File: config.mk
export PLATFORM = sky130hd
export DESIGN_NAME = hds_back
export DESIGN_NICKNAME = d
export VERILOG_FILES = /design/src/hds_pkg.sv /design/src/hds_back.sv
export SDC_FILE = /design/constraint.sdc
export NUM_CORES = 2
export LEC_CHECK = 0
export BUFFER_PORTS_ARGS = -buffer_cell sky130_fd_sc_hd__buf_2
export CORE_ASPECT_RATIO = 1.75
export CORE_MARGIN = 1
export CORE_UTILIZATION = 58
export DETAILED_ROUTE_END_ITERATION = 16
export PLACE_DENSITY = 0.81
export SLEW_MARGIN = 10
export SYNTH_ARGS = -nofsm -noshare
export SYNTH_HDL_FRONTEND = slang
export SYNTH_SLANG_ARGS = --single-unit
File: constraint.sdc
create_clock -name clk -period 7.2 [get_ports clk]
set_input_delay 1.8 -clock clk [delete_from_list [all_inputs] [get_ports clk]]
set_output_delay 1.8 -clock clk [all_outputs]
set_load 0.005 [all_outputs]
File: src/hds_pkg.sv
// Package for the heat diffusion stencil: widths, cell kinds, register indexes,
// and the structs passed between the front end, the queue and the back end.
// No dependencies.
package hds_pkg;

  localparam int MAX_WIDTH   = 64;
  localparam int MIN_WIDTH   = 3;
  localparam int TEMP_W      = 22;
  localparam int KIND_W      = 2;
  localparam int GRID_W      = 7;
  localparam int GAIN_W      = 16;
  localparam int FRAC_W      = 16;
  localparam int ENERGY_W    = 32;
  localparam int CFG_INDEX_W = 2;
  localparam int CFG_DATA_W  = 22;

  localparam int COL_W       = (MAX_WIDTH > 1) ? $clog2(MAX_WIDTH) : 1;
  localparam int WIDTH_W     = $clog2(MAX_WIDTH + 1);
  localparam int CMP_W       = (GRID_W > WIDTH_W) ? GRID_W : WIDTH_W;
  localparam int ADDR_W      = COL_W + 1;
  localparam int STORE_DEPTH = 2 ** ADDR_W;

  localparam int DIFF_W      = TEMP_W + 3;
  localparam int PROD_W      = DIFF_W + GAIN_W + 1;
  localparam int SUM_W       = PROD_W + 1;

  localparam int QUEUE_DEPTH = 4;
  localparam int QPTR_W      = $clog2(QUEUE_DEPTH);

  localparam int IN_DATA_W   = ((TEMP_W + 7) / 8) * 8;
  localparam int IN_USER_W   = KIND_W + 1;
  localparam int OUT_FIELD_W = TEMP_W + ENERGY_W;
  localparam int OUT_DATA_W  = ((OUT_FIELD_W + 7) / 8) * 8;
  localparam int OUT_USER_W  = 1;

  typedef enum logic [KIND_W-1:0] {
    KIND_NORMAL  = 2'd0,
    KIND_CENTRAL = 2'd1,
    KIND_BORDER  = 2'd2,
    KIND_DRILL   = 2'd3
  } kind_t;

  typedef enum logic [CFG_INDEX_W-1:0] {
    REG_GRID_WIDTH  = 2'd0,
    REG_X_GAIN      = 2'd1,
    REG_Y_GAIN      = 2'd2,
    REG_DRILL_TEMP  = 2'd3
  } cfg_reg_t;

  typedef struct packed {
    logic [GRID_W-1:0] grid_width;
    logic [GAIN_W-1:0] x_gain;
    logic [GAIN_W-1:0] y_gain;
    logic [TEMP_W-1:0] drill_temperature;
  } cfg_t;

  typedef struct packed {
    kind_t             kind;
    logic [TEMP_W-1:0] temp;
  } store_word_t;

  typedef struct packed {
    logic [TEMP_W-1:0] center;
    logic [TEMP_W-1:0] top;
    logic [TEMP_W-1:0] left;
    logic [TEMP_W-1:0] right;
    logic [TEMP_W-1:0] bottom;
    logic              compute;
  } stencil_t;

endpackage

File: src/hds_back.sv
// Back end: three-stage pipeline forming the second differences, the gain
// products, and the floored, saturated energy in the output register.
// Depends on hds_pkg.
module hds_back
  import hds_pkg::*;
(
  input  logic                clk,
  input  logic                rst,
  input  cfg_t                cfg,
  input  logic                pop_valid,
  output logic                pop_ready,
  input  stencil_t            pop_data,
  output logic                out_valid,
  input  logic                out_ready,
  output logic [TEMP_W-1:0]   out_temperature,
  output logic [ENERGY_W-1:0] out_energy,
  output logic                out_updated
);

  localparam logic signed [SUM_W-1:0] E_MAX = SUM_W'(2147483647);
  localparam logic signed [SUM_W-1:0] E_MIN = -E_MAX - SUM_W'(1);

  logic                     v1, v2;
  logic                     en1, en2, en_o;
  logic signed [DIFF_W-1:0] dx, dy, s1_dx, s1_dy;
  logic [TEMP_W-1:0]        s1_temp, s2_temp;
  logic                     s1_compute, s2_compute;
  logic signed [PROD_W-1:0] s2_px, s2_py;
  logic signed [SUM_W-1:0]  sum, shifted, sat;

  assign en_o      = !out_valid || out_ready;
  assign en2       = !v2 || en_o;
  assign en1       = !v1 || en2;
  assign pop_ready = en1;

  always_comb begin
    dx = $signed(DIFF_W'(pop_data.left) + DIFF_W'(pop_data.right)
                 - (DIFF_W'(pop_data.center) << 1));
    dy = $signed(DIFF_W'(pop_data.top) + DIFF_W'(pop_data.bottom)
                 - (DIFF_W'(pop_data.center) << 1));
    sum     = SUM_W'(s2_px) + SUM_W'(s2_py);
    shifted = sum >>> FRAC_W;
    if (shifted > E_MAX) begin
      sat = E_MAX;
    end else if (shifted < E_MIN) begin
      sat = E_MIN;
    end else begin
      sat = shifted;
    end
  end

  always_ff @(posedge clk) begin
    if (rst) begin
      v1        <= 1'b0;
      v2        <= 1'b0;
      out_valid <= 1'b0;
    end else begin
      if (en1) begin
        v1 <= pop_valid;
      end
      if (en2) begin
        v2 <= v1;
      end
      if (en_o) begin
        out_valid <= v2;
      end
    end
  end

  always_ff @(posedge clk) begin
    if (en1) begin
      s1_dx      <= dx;
      s1_dy      <= dy;
      s1_temp    <= pop_data.center;
      s1_compute <= pop_data.compute;
    end
    if (en2) begin
      s2_px      <= $signed({1'b0, cfg.x_gain}) * s1_dx;
      s2_py      <= $signed({1'b0, cfg.y_gain}) * s1_dy;
      s2_temp    <= s1_temp;
      s2_compute <= s1_compute;
    end
    if (en_o) begin
      out_temperature <= s2_temp;
      out_energy      <= s2_compute ? ENERGY_W'(sat) : '0;
      out_updated     <= s2_compute;
    end
  end

endmodule

==> metrics <==
transition at the pin with the smallest max-transition slack=1140 ps; total detailed-routing wirelength=about 100 mm; multiplexer share of the synthesized area=less than 1%; commonest cells after routing, fill and taps aside=1,098 x sky130_fd_sc_hd__inv_1, 784 x sky130_fd_sc_hd__fa_1, 531 x sky130_fd_sc_hd__nand2_1; number of levels in the clock H-tree=1; Die Area=70,200 sq um; clock transition at the registers of the reported paths=roughly 80 ps; synth top area cells=sky130_fd_sc_hd__fa_1 40%, sky130_fd_sc_hd__edfxtp_1 17%, sky130_fd_sc_hd__inv_1 10%; initial core utilization=a little under 60%; CTS Buf Count=25; CTS Buffer Depth=3; post-route clock skew=a little under 60 ps; end point of the critical path=s2_py[38]; Post-synth top flop=sky130_fd_sc_hd__edfxtp_1; final-report max-slew violation count=0; class of the most critical setup path=in -> reg; number of detailed-route iterations in the first pass=5; Register-to-Register Path Depth=22; post-layout minimum cycle time=around 7100 ps; final number of hold-violating endpoints=0; Hold Crit Depth=0; net count reported at finish=between 5,000 and 6,000; GP Congestion=0.933; vias per cell=approximately 5.5; leading area contributor after synthesis=sky130_fd_sc_hd__fa_1; residual overflow from global routing=0; share of the clock period used by the worst path=between 90% and 100%; CTS tree=done; flop-to-flop setup slack=between 500 and 600 ps; type of element launching the critical path=primary input; area share of xor/xnor cells in the synthesized design=between 2 and 3%; syn_area_per_cell=about 9.6 sq um; cell count after synthesis=roughly 4,200; area share of fa/ha/maj cells after synthesis=between 40% and 50%; max-capacitance violation count=0; die extent in x=approximately 200 um; number of synthesized flops with an enable pin=227; Final ANT Viol Nets=0; die boundary height=about 350 um; cell with the biggest individual delay on the critical path=sky130_fd_sc_hd__fa_1; largest net degree at the start of global routing=73; cell repeated most along the worst path=sky130_fd_sc_hd__fa_1; I/O pin count=233; compound-cell area share of the yosys netlist=6.69%; Post-synth ARST share=0%; Sink Count=230; post-detail-place hpwl=around 86 mm; worst skew pair latency=about 600 ps; area fraction in and, or, nand and nor cells after synthesis=between 10% and 20%; Rel. slew slack=23.8%; # fillers=a little over 5,000; number of remaining DRC errors=0; number of vias after detailed routing=between 20,000 and 30,000; IO Port Bufs=roughly 200; # setup viols final=0; most common library cell in the layout ignoring fill and taps=sky130_fd_sc_hd__inv_1; number of synthesis warnings=0; worst flop-to-flop path endpoint=s2_py[36]; launch point of the critical path=cfg[27]; initial antenna violation count=5; Worst setup EP type=register; arrival time at the worst endpoint=between 7000 and 8000 ps; summed area of non-filler cells in the final layout=45,700 sq um; Clock Root Buffer=sky130_fd_sc_hd__clkbuf_16; Reg-to-Reg Start=s1_dy[5]; wire length per cell=~18 um; Post-Route Hold Slack=just over 400 ps; placement row count=between 100 and 150; HP Class=reg -> reg; combinational family with the most area after synthesis=adder cells; Max Clk Rate=approximately 140 MHz; proportion of synthesized chip area in sequential cells=~17%; Slowest Stage Delay on Critical Path=~540 ps; combined area of all synthesized cells=between 40,000 and 50,000 sq um; status=completed; synthesis-stage register bit count=230; first-pass GRT wire length=about 160 mm; setup repair after global routing missed its margin=true; Cell Chain, Critical Path=clkbuf_4, buf_12, and2_1, fa_1, inv_1, fa_1, fa_1, inv_1, fa_1, fa_1, inv_1, fa_1, inv_1, ha_1, buf_4, a21o_1, a21oi_2, o21ai_2, o31ai_4, a211oi_2, buf_4, o41ai_2, xnor2_1; share of the synthesized area in the top cell type=39.7%; synth-to-layout area growth=14.0%; Worst EP required=7530 ps; DP Area=about 44,000 sq um; largest fanout on the critical path=12; share of the core filled with cells in the final layout=between 60% and 70%; area of the core=68,500 sq um; overall track demand over capacity in global routing=around 30%; vias in the first global route=33,500; net count of the mapped netlist=between 5,000 and 6,000; first-iteration detailed-routing DRC count=around 1,500; fraction of layout instances using a drive strength above 1=roughly 14%; count of cell types in the netlist=between 70 and 80
-- cell usage after synthesis, types with 15 or more instances --
cell type and n:
sky130_fd_sc_hd__nand2_1 538, sky130_fd_sc_hd__nor2b_1 15, sky130_fd_sc_hd__and2_1 310, sky130_fd_sc_hd__edfxtp_1 227, sky130_fd_sc_hd__fa_1 796, sky130_fd_sc_hd__o21ai_0 63
sky130_fd_sc_hd__ha_1 288, sky130_fd_sc_hd__o21bai_1 21, sky130_fd_sc_hd__clkbuf_1 124, sky130_fd_sc_hd__xnor2_1 98, sky130_fd_sc_hd__nor2_1 84, sky130_fd_sc_hd__inv_1 1110
sky130_fd_sc_hd__nand4_1 18, sky130_fd_sc_hd__nand3_1 24, sky130_fd_sc_hd__a21o_1 72, sky130_fd_sc_hd__nand2b_1 18, sky130_fd_sc_hd__a21oi_1 120, sky130_fd_sc_hd__nor3_1 26
sky130_fd_sc_hd__o21a_1 23, sky130_fd_sc_hd__xor2_1 34
-- worst min path at each step --
stage | slack (ps) | endpoint | from
after CTS | 410 | out_temperature[0] | s2_temp[0]
after global routing | 420 | s2_temp[20] | s1_temp[20]
after detailed placement | 400 | out_temperature[1] | s2_temp[1]
after floorplan | 400 | out_temperature[0] | s2_temp[0]
final | 410 | out_temperature[0] | s2_temp[0]
after global placement | 400 | s2_temp[14] | s1_temp[14]
-- worst max-delay path, delay by kind of cell --
kind            cells  cell delay (ps)
fa+ha+maj           7             3260
compound gates      6             1220
buf+inv             8              880
simple gates        1              150
xor+xnor            1              130
-- through the flow --
step / TNS (ps) / worst slack [ps] / instances
floorplan: -38.6 / -38.6 / 4167
global placement: -13370 / -587 / 5436
detailed placement: -16040 / -699 / 5436
CTS: 0 / 10.7 / 5482
global route: -312 / -138 / 5494
finish: 0 / 61.6 / 5494
-- state kept, by name, summed over array words and instances (netlist names) --
| name | flops |
|---|---|
| s1_temp | 22 |
| s2_compute | 1 |
| s2_temp | 22 |
| s1_dy | 24 |
| s1_dx | 24 |
| out_updated | 1 |
| s2_px | 41 |
| out_valid | 1 |
| v2 | 1 |
| v1 | 1 |
| s2_py | 41 |
| out_temperature | 22 |
| out_energy | 28 |
| s1_compute | 1 |
-- routing by layer --
layer  GRT usage [%]  share of wire (%)
met1            31.1                 34
met2            56.5                 54
met3            3.25                4.4
met4            19.5                7.1
met5               0                  0
-- layout make-up --
cell class	instances	area, sq um	share of cell area (%)
Sequential cell	230	6880	15.0
Clock inverter	18	178	0.389
Multi-Input combinational cell	2697	29100	63.6
Clock buffer	28	637	1.39
Timing Repair Buffer	502	3620	7.92
Inverter	1111	4170	9.13
Antenna cell	5	12.5	0.0274
Tap cell	903	1130	2.47
-- timing repair --
action,CTS,global route
gates resized for setup,7,128
hold buffers,0,0
endpoints found under the setup margin,7,26
pin swaps,2,62
buffers inserted,0,8
-- logic make-up (layout without fill, tap and decap cells) --
group                    Yosys count  count (layout)
AND/OR/NAND/NOR                 1073            1073
other                              0               5
flip-flops                       230             230
buffers and inverters           1240            1659
adder cells (fa/ha/maj)         1084            1084
multiplexers                       5               5
XOR/XNOR                         132             132
AO/OA/AOI/OAI                    403             403
Power is not shown: default switching activity piles up to over one toggle a cycle in this logic, so the estimate is an artifact.
