==> src/hds_pkg.sv <==
// Package for the heat diffusion stencil: widths, cell kinds, register indexes,
// and the structs passed between the front end, the queue and the back end.
// No dependencies.
package hds_pkg;

  localparam int MAX_WIDTH   = 64;
  localparam int MIN_WIDTH   = 3;
  localparam int TEMP_W      = 22;
  localparam int KIND_W      = 2;
  localparam int GRID_W      = 7;
  localparam int GAIN_W      = 16;
  localparam int FRAC_W      = 16;
  localparam int ENERGY_W    = 32;
  localparam int CFG_INDEX_W = 2;
  localparam int CFG_DATA_W  = 22;

  localparam int COL_W       = (MAX_WIDTH > 1) ? $clog2(MAX_WIDTH) : 1;
  localparam int WIDTH_W     = $clog2(MAX_WIDTH + 1);
  localparam int CMP_W       = (GRID_W > WIDTH_W) ? GRID_W : WIDTH_W;
  localparam int ADDR_W      = COL_W + 1;
  localparam int STORE_DEPTH = 2 ** ADDR_W;

  localparam int DIFF_W      = TEMP_W + 3;
  localparam int PROD_W      = DIFF_W + GAIN_W + 1;
  localparam int SUM_W       = PROD_W + 1;

  localparam int QUEUE_DEPTH = 4;
  localparam int QPTR_W      = $clog2(QUEUE_DEPTH);

  localparam int IN_DATA_W   = ((TEMP_W + 7) / 8) * 8;
  localparam int IN_USER_W   = KIND_W + 1;
  localparam int OUT_FIELD_W = TEMP_W + ENERGY_W;
  localparam int OUT_DATA_W  = ((OUT_FIELD_W + 7) / 8) * 8;
  localparam int OUT_USER_W  = 1;

  typedef enum logic [KIND_W-1:0] {
    KIND_NORMAL  = 2'd0,
    KIND_CENTRAL = 2'd1,
    KIND_BORDER  = 2'd2,
    KIND_DRILL   = 2'd3
  } kind_t;

  typedef enum logic [CFG_INDEX_W-1:0] {
    REG_GRID_WIDTH  = 2'd0,
    REG_X_GAIN      = 2'd1,
    REG_Y_GAIN      = 2'd2,
    REG_DRILL_TEMP  = 2'd3
  } cfg_reg_t;

  typedef struct packed {
    logic [GRID_W-1:0] grid_width;
    logic [GAIN_W-1:0] x_gain;
    logic [GAIN_W-1:0] y_gain;
    logic [TEMP_W-1:0] drill_temperature;
  } cfg_t;

  typedef struct packed {
    kind_t             kind;
    logic [TEMP_W-1:0] temp;
  } store_word_t;

  typedef struct packed {
    logic [TEMP_W-1:0] center;
    logic [TEMP_W-1:0] top;
    logic [TEMP_W-1:0] left;
    logic [TEMP_W-1:0] right;
    logic [TEMP_W-1:0] bottom;
    logic              compute;
  } stencil_t;

endpackage

==> src/hds_queue.sv <==
// Short first-in first-out queue of stencil operand sets between front and back end.
// Depends on hds_pkg.
module hds_queue
  import hds_pkg::*;
(
  input  logic     clk,
  input  logic     rst,
  input  logic     push_valid,
  output logic     push_ready,
  input  stencil_t push_data,
  output logic     pop_valid,
  input  logic     pop_ready,
  output stencil_t pop_data
);

  stencil_t          entries [QUEUE_DEPTH];
  logic [QPTR_W-1:0] wr_ptr, rd_ptr;
  logic [QPTR_W:0]   count;
  logic              push, pop;

  assign push_ready = count != (QPTR_W + 1)'(QUEUE_DEPTH);
  assign pop_valid  = count != '0;
  assign push       = push_valid && push_ready;
  assign pop        = pop_valid && pop_ready;
  assign pop_data   = entries[rd_ptr];

  always_ff @(posedge clk) begin
    if (rst) begin
      wr_ptr <= '0;
      rd_ptr <= '0;
      count  <= '0;
    end else begin
      if (push) begin
        wr_ptr <= wr_ptr + 1'b1;
      end
      if (pop) begin
        rd_ptr <= rd_ptr + 1'b1;
      end
      unique case ({push, pop})
        2'b10:   count <= count + 1'b1;
        2'b01:   count <= count - 1'b1;
        default: count <= count;
      endcase
    end
  end

  always_ff @(posedge clk) begin
    if (push) begin
      entries[wr_ptr] <= push_data;
    end
  end

endmodule

==> config.mk <==
export PLATFORM = sky130hd
export DESIGN_NAME = hds_queue
export DESIGN_NICKNAME = d
export VERILOG_FILES = /design/src/hds_pkg.sv /design/src/hds_queue.sv
export SDC_FILE = /design/constraint.sdc
export NUM_CORES = 1
export LEC_CHECK = 0
export BUFFER_PORTS_ARGS = -buffer_cell sky130_fd_sc_hd__buf_2
export CORE_AREA = 2 2 209 211
export CTS_CLUSTER_DIAMETER = 150
export DETAILED_ROUTE_END_ITERATION = 6
export DIE_AREA = 0 0 211 213
export GPL_TIMING_DRIVEN = 0
export PLACE_DENSITY_LB_ADDON = 0.12
export SYNTH_ARGS = -nofsm -noshare
export SYNTH_HDL_FRONTEND = slang
export SYNTH_SLANG_ARGS = --single-unit
==> constraint.sdc <==
create_clock -name clk -period 4.9 [get_ports clk]
set_input_delay 0.735 -clock clk [delete_from_list [all_inputs] [get_ports clk]]
set_output_delay 0.735 -clock clk [all_outputs]
set_load 0.02 [all_outputs]
==> qor.txt, run 1 <==
total power: 10.9 mW
worst-path cell chain: clkbuf_1 > buf_2 > mux4_2 > buf_2
Hold Vio Cnt, Final: 0
largest net degree at the start of global routing: 52
Remaining Overflow, GRT: 0
GPL Wtd Cong: 0.668
First DRT Iteration DRCs: 433
layout cell share with drive strength beyond 1: 45.5%
synthesized area per cell: 26.1 um2
first-pass GRT wire length: 48,400 um
Global Route Usage Sum: 14.6%
sequential-to-total area share from yosys stat: 82.0%
worst vdd ir: 0.000309 V
RSZ-0062 raised after global routing: no
Synth cell types: 24
Seq pwr share: 43.8%
Place WS: 2.02 ns
synthesized flop and latch total: 453
Synth Warn #: 0
DR vias: 7,365
Switching Share: 28.5%
initial antenna violation count: 6
M3 GR Usage: 4.52%
Die Ht: 213 um
Layout Skew: 0.0143 ns
fin. max-slew vios: 0
sw power: 3.09 mW
DRC: 0
Req. time, crit path: 4.16 ns
relative slew slack: 43.0%
element type at the critical path end: output port
Largest delay share family, worst path: buffers and inverters
io pins: 228
Top FF cell, synth: edfxtp_1
final net count: 1,036
CP Buf/Inv Count: 3
P_int: 7.77 mW
vias in the first global route: 7,767
syn nets: 752
Worst Path Class, Setup: reg2out
setup bufs post-CTS: 0
CTS Sinks: 453
Least-Margin Pin Slew: 0.855 ns
Final setup viols: 0
maximum net fanout on the critical path: 10
starting density of the core: 38.6%
htree depth: 2
DR pass1 iterations: 6
CP Launch Type: flop
post-route ant nets: 0
cts repair resizes: 0
Comb pwr share: 25.6%
worst path arrival time: 2.61 ns
TritonCTS clock tree: built
Top cell by count, worst path: buf_2
Placement Cell Area: 18,500 um2
# fillers: 3,575
CTS root buf: clkbuf_16
Layout Area Growth over Synthesis: 21.1%
Clk Latency, worst-skew pair: 0.57 ns
GR peak layer: met2
post-synthesis async set-or-reset flop share: 0%
PortBufs: 226
number of synthesized flops with an enable pin: 444
PD cells: 544 nW/um2
clock-pin slew on the worst setup and hold paths: 0.06 ns
DP HPWL: 19,700 um
final core occ: 46.8%
Routed WL per cell: 21.7 um
CTS Hold Buffers Added: 0
Via density: 4.91
Total Wirelength: 32,500 um
Leak: 6.67 nW
crit path time final: 3.34 ns
slowest cell delay on critical path: 0.65 ns
FP Rows: 76
HP Class: in2reg
Die W: 211 um
Syn Inst Count: 631
CTS max path bufs: 3
die area: 44,900 um2
post-route cell area: 20,000 um2
met1 Use GR: 19.0%
slowest cell on the critical path: clkbuf_1
Post-Synthesis Cell Area: 16,500 um2
Max Freq: 299 MHz
Core Area: 42,700 um2
Clock Power Share: 30.6%
Period Utilization, post-route: 68.3%
total CTS buffers: 48
Final WS setup: 1.56 ns
met2 usage: 23.4%
status: finished clean
max_cap viols: 0
==> power groups by stage <==
stage / Sequential (mW) / Combinational (mW) / Clock (mW)
floorplan: 4.85 / 1.91 / 0
global placement: 4.91 / 2.81 / 0
detailed placement: 4.83 / 2.87 / 0
CTS: 4.76 / 2.88 / 3.45
global route: 4.78 / 3.00 / 3.59
finish: 4.75 / 2.78 / 3.33
==> kinds of logic after synthesis <==
kind of cell | count (synthesis) | share of synthesized area [%]
AOI/OAI and AO/OA | 6 | 0.266
xor gates and xnor gates | 4 | 0.213
adders and majority gates | 6 | 0.501
buffers and inverters | 31 | 1.22
DFF | 453 | 82.0
muxes | 113 | 15.3
and+or+nand+nor | 18 | 0.531
==> worst paths after layout <==
kind / slack, ns / to / cells after the start / from
max: 1.56 / pop_data[74] / 4 / flop
min: 0.37 / entries[1][16] / 1 / push_data[16]
max reg2reg: 2.70 / entries[0][26] / 4 / count[0]
min reg2reg: 0.54 / wr_ptr[1] / 2 / wr_ptr[1]
==> cell type report <==
| class | instances | area, um2 | share of cell area (%) |
|---|---|---|---|
| Clock inverter | 27 | 174 | 0.871 |
| Multi-Input combinational cell | 147 | 2780 | 13.9 |
| Buffer | 25 | 179 | 0.896 |
| Timing Repair Buffer | 234 | 1340 | 6.73 |
| Sequential cell | 453 | 13500 | 67.7 |
| Clock buffer | 60 | 1270 | 6.35 |
| Antenna cell | 3 | 7.51 | 0.0376 |
| Tap cell | 546 | 683 | 3.42 |
| Inverter | 6 | 22.5 | 0.113 |
==> cells in the mapped netlist, types with 2 or more instances <==
library cell / n / area, um2
and2_1: 4 / 25.0
inv_1: 6 / 22.5
edfxtp_1: 444 / 13300
nor2_1: 9 / 33.8
mux4_2: 111 / 2500
dfxtp_1: 9 / 180
a21oi_1: 2 / 10.0
buf_6: 9 / 101
nand2b_1: 2 / 12.5
ha_1: 5 / 62.6
clkbuf_1: 4 / 15.0
or3_1: 2 / 12.5
xor2_1: 3 / 26.3
buf_2: 11 / 55.1
==> per-layer routing <==
metal / vias up / wire length (um)
met5: - / 48
met3: 57 / 2110
li1: 3313 / -
met2: 186 / 15800
met1: 3801 / 13800
met4: 8 / 716
==> cells in the final DEF (no fill, tap or decap), types with 6 or more instances in the layout <==
cell type and instances:
mux4_2 111, clkbuf_16 49, buf_6 9, buf_2 237, edfxtp_1 444, nor2_1 9, dfxtp_1 9, buf_16 7
clkbuf_1 15, inv_1 6, clkinv_1 15, clkinv_2 8
==> registers in the layout, indices dropped and copies added, names as in the netlist, named ones only <==
signal,count
count,3
entries,444
rd_ptr,2
wr_ptr,2
==> stage by stage <==
stage,setup TNS [ns],std cells,hold WS (ns)
2_1_floorplan,0,631,0.482
6_report,0,1501,0.374
5_1_grt,0,1498,0.351
3_3_place_gp,-738.07,1403,0.506
4_1_cts,0,1498,0.327
3_5_place_dp,0,1411,0.516
(Power assumes the default switching activity.)
==> run 2: changes to the inputs <==
==> constraint.sdc (replaced) <==
create_clock -name clk -period 2.95 [get_ports clk]
set_input_delay 0.4425 -clock clk [delete_from_list [all_inputs] [get_ports clk]]
set_output_delay 0.4425 -clock clk [all_outputs]
set_load 0.02 [all_outputs]
==> run 2 against run 1 <==
  * Setup slack got worse by 1.3 ns
  * Die area did not move
  * Non-clock buffer count did not move
  * Sequential power rose by 66%
  * Largest power group unchanged
  * Clock-buffer cell count rose by 5
  * Sequential cell count did not move
  * Critical path depth did not move
  * Cell count fell by 0.27%
  * Via count rose by 0.30%
  * First-iteration DRC count rose by 0.92%
  * Worst hold slack got worse by 0.28 ns
==> qor.txt, run 2 (synthesis results as in run 1) <==
antenna diode count: 0 (-3)
Via density: 4.93 (+0.57%)
Req. time, crit path: 2.51 ns (-1.65 ns)
most frequent cells in the layout: edfxtp_1, buf_2, mux4_2
Max Freq: 373 MHz
Global Route Usage Sum: 14.7% (+0.10 points)
Remaining Overflow, GRT: 0 (unchanged)
vias in the first global route: 7,939 (+2.2%)
Final setup viols: 0 (unchanged)
total CTS buffers: 49 (+2.1%)
PD cells: 908 nW/um2 (+67%)
Reg with most FFs: entries
Die Ht: 213 um (unchanged)
Die W: 211 um (unchanged)
CTS Hold Buffers Added: 0 (unchanged)
htree depth: 2 (unchanged)
leading cell type in the layout, fill and taps excluded: edfxtp_1
GPL Wtd Cong: 0.716 (+7.2%)
Period Utilization, post-route: 91.0%
setup TNS: 0 ns (unchanged)
First DRT Iteration DRCs: 437 (+0.92%)
RSZ-0062 raised after global routing: no
CTS Sinks: 453 (unchanged)
post-route ant nets: 0 (unchanged)
clock-pin slew on the worst setup and hold paths: 0.06 ns (about the same)
layout cell share with drive strength beyond 1: 45.6% (+0.15 points)
worst path arrival time: 2.24 ns (-0.37 ns)
HP Class: in2reg
crit path time final: 2.68 ns
DP HPWL: 19,900 um (+0.82%)
max_cap viols: 0 (unchanged)
Hold Vio Cnt, Final: 0 (unchanged)
final core occ: 46.8% (about the same)
top flop regs: entries (444), count (3)
CTS max path bufs: 3 (unchanged)
initial antenna violation count: 5 (-1)
final net count: 1,037 (+0.097%)
max reg flops: 444 (unchanged)
DR vias: 7,387 (+0.30%)
# fillers: 3,589 (+0.39%)
starting density of the core: 38.6% (unchanged)
Layout Skew: 0.0153 ns (+0.000972 ns)
fin. max-slew vios: 0 (unchanged)
FP Rows: 76 (unchanged)
Least-Margin Pin Slew: 0.695 ns (-0.160 ns)
element type at the critical path end: output port
Worst Path Class, Setup: reg2out
Layout Area Growth over Synthesis: 21.3% (about the same)
CP Launch Type: flop
Clk Latency, worst-skew pair: 0.56 ns (about the same)
Total Wirelength: 32,900 um (+1.1%)
relative slew slack: 53.6% (+11 points)
maximum net fanout on the critical path: 10 (unchanged)
worst hold slack: 0.0987 ns (-0.275 ns)
io pins: 228 (unchanged)
post-route cell area: 20,000 um2 (about the same)
first-pass GRT wire length: 48,900 um (+0.87%)
die area: 44,900 um2 (unchanged)
Core Area: 42,700 um2 (unchanged)
DRC: 0 (unchanged)
worst vdd ir: 0.000514 V (+66%)
Routed WL per cell: 22.0 um (+1.3%)
DR pass1 iterations: 4 (-2)
Placement Cell Area: 18,500 um2 (about the same)
status: finished clean
largest net degree at the start of global routing: 55 (+5.8%)
CTS root buf: clkbuf_16
TritonCTS clock tree: built
total power: 18.1 mW (+67%)
PortBufs: 226 (unchanged)
Leak: 6.68 nW (+0.19%)
## run 2: changes by cell type in the layout (fill, tap and decap cells not counted), sizes merged
cell	before	now
inv	8	6
diode	3	0
clkbuf	64	69
bufinv	2	3
clkinv	23	18
## run 2: worst max-delay path, stage by stage (launching register included)
cell and delay [ns]:
dfxtp_1 0.35, clkbuf_2 0.39, buf_2 0.38, mux4_2 0.37
buf_2 0.19
## run 2: timing repair
item | CTS | global route
gates resized for setup | 1 | 0
endpoints found under the setup margin | 90 | 0
buffers inserted | 0 | 0
## run 2: per-stage QoR
step	setup slack, ns	instances
3_3_place_gp	-1.04	1403
2_1_floorplan	0.377	631
4_1_cts	0.104	1497
5_1_grt	0.0918	1497
3_5_place_dp	0.294	1411
6_report	0.267	1497
## run 2: per-layer routing
layer / routed length, um / vias up / part of all wire (%) / track usage (%)
met5: 61 / - / 0.19 / 0
li1: - / 3294 / - / -
met2: 16100 / 169 / 49 / 23.6
met4: 648 / 10 / 2.0 / 5.08
met3: 1970 / 51 / 6.0 / 4.10
met1: 14100 / 3863 / 43 / 19.5
## run 2: area by class of cell
cell class                      count  area, um2  share of cell area (%)
Clock buffer                       65       1290                    6.43
Timing Repair Buffer              234       1350                    6.76
Sequential cell                   453      13500                    67.6
Inverter                            6       22.5                   0.113
Buffer                             25        180                   0.901
Tap cell                          546        683                    3.42
Multi-Input combinational cell    147       2780                    13.9
Clock inverter                     21        173                   0.864
## run 2: power breakdown
group	internal, mW	total (mW)	switching, mW
sequential	7.75	7.89	0.137
combinational	1.95	4.63	2.68
clock	3.30	5.63	2.32
total	13.0	18.1	5.13
## run 2: path summary, 6_finish.rpt
kind | startpoint | end | slack, ns | cells past startpoint
hold reg to reg | wr_ptr[1] | wr_ptr[1] | 0.52 | 2
hold / removal | push_data[71] | entries[2][71] | 0.1 | 1
setup / recovery | flop | pop_data[9] | 0.27 | 4
setup reg to reg | count[0] | entries[2][38] | 0.58 | 5
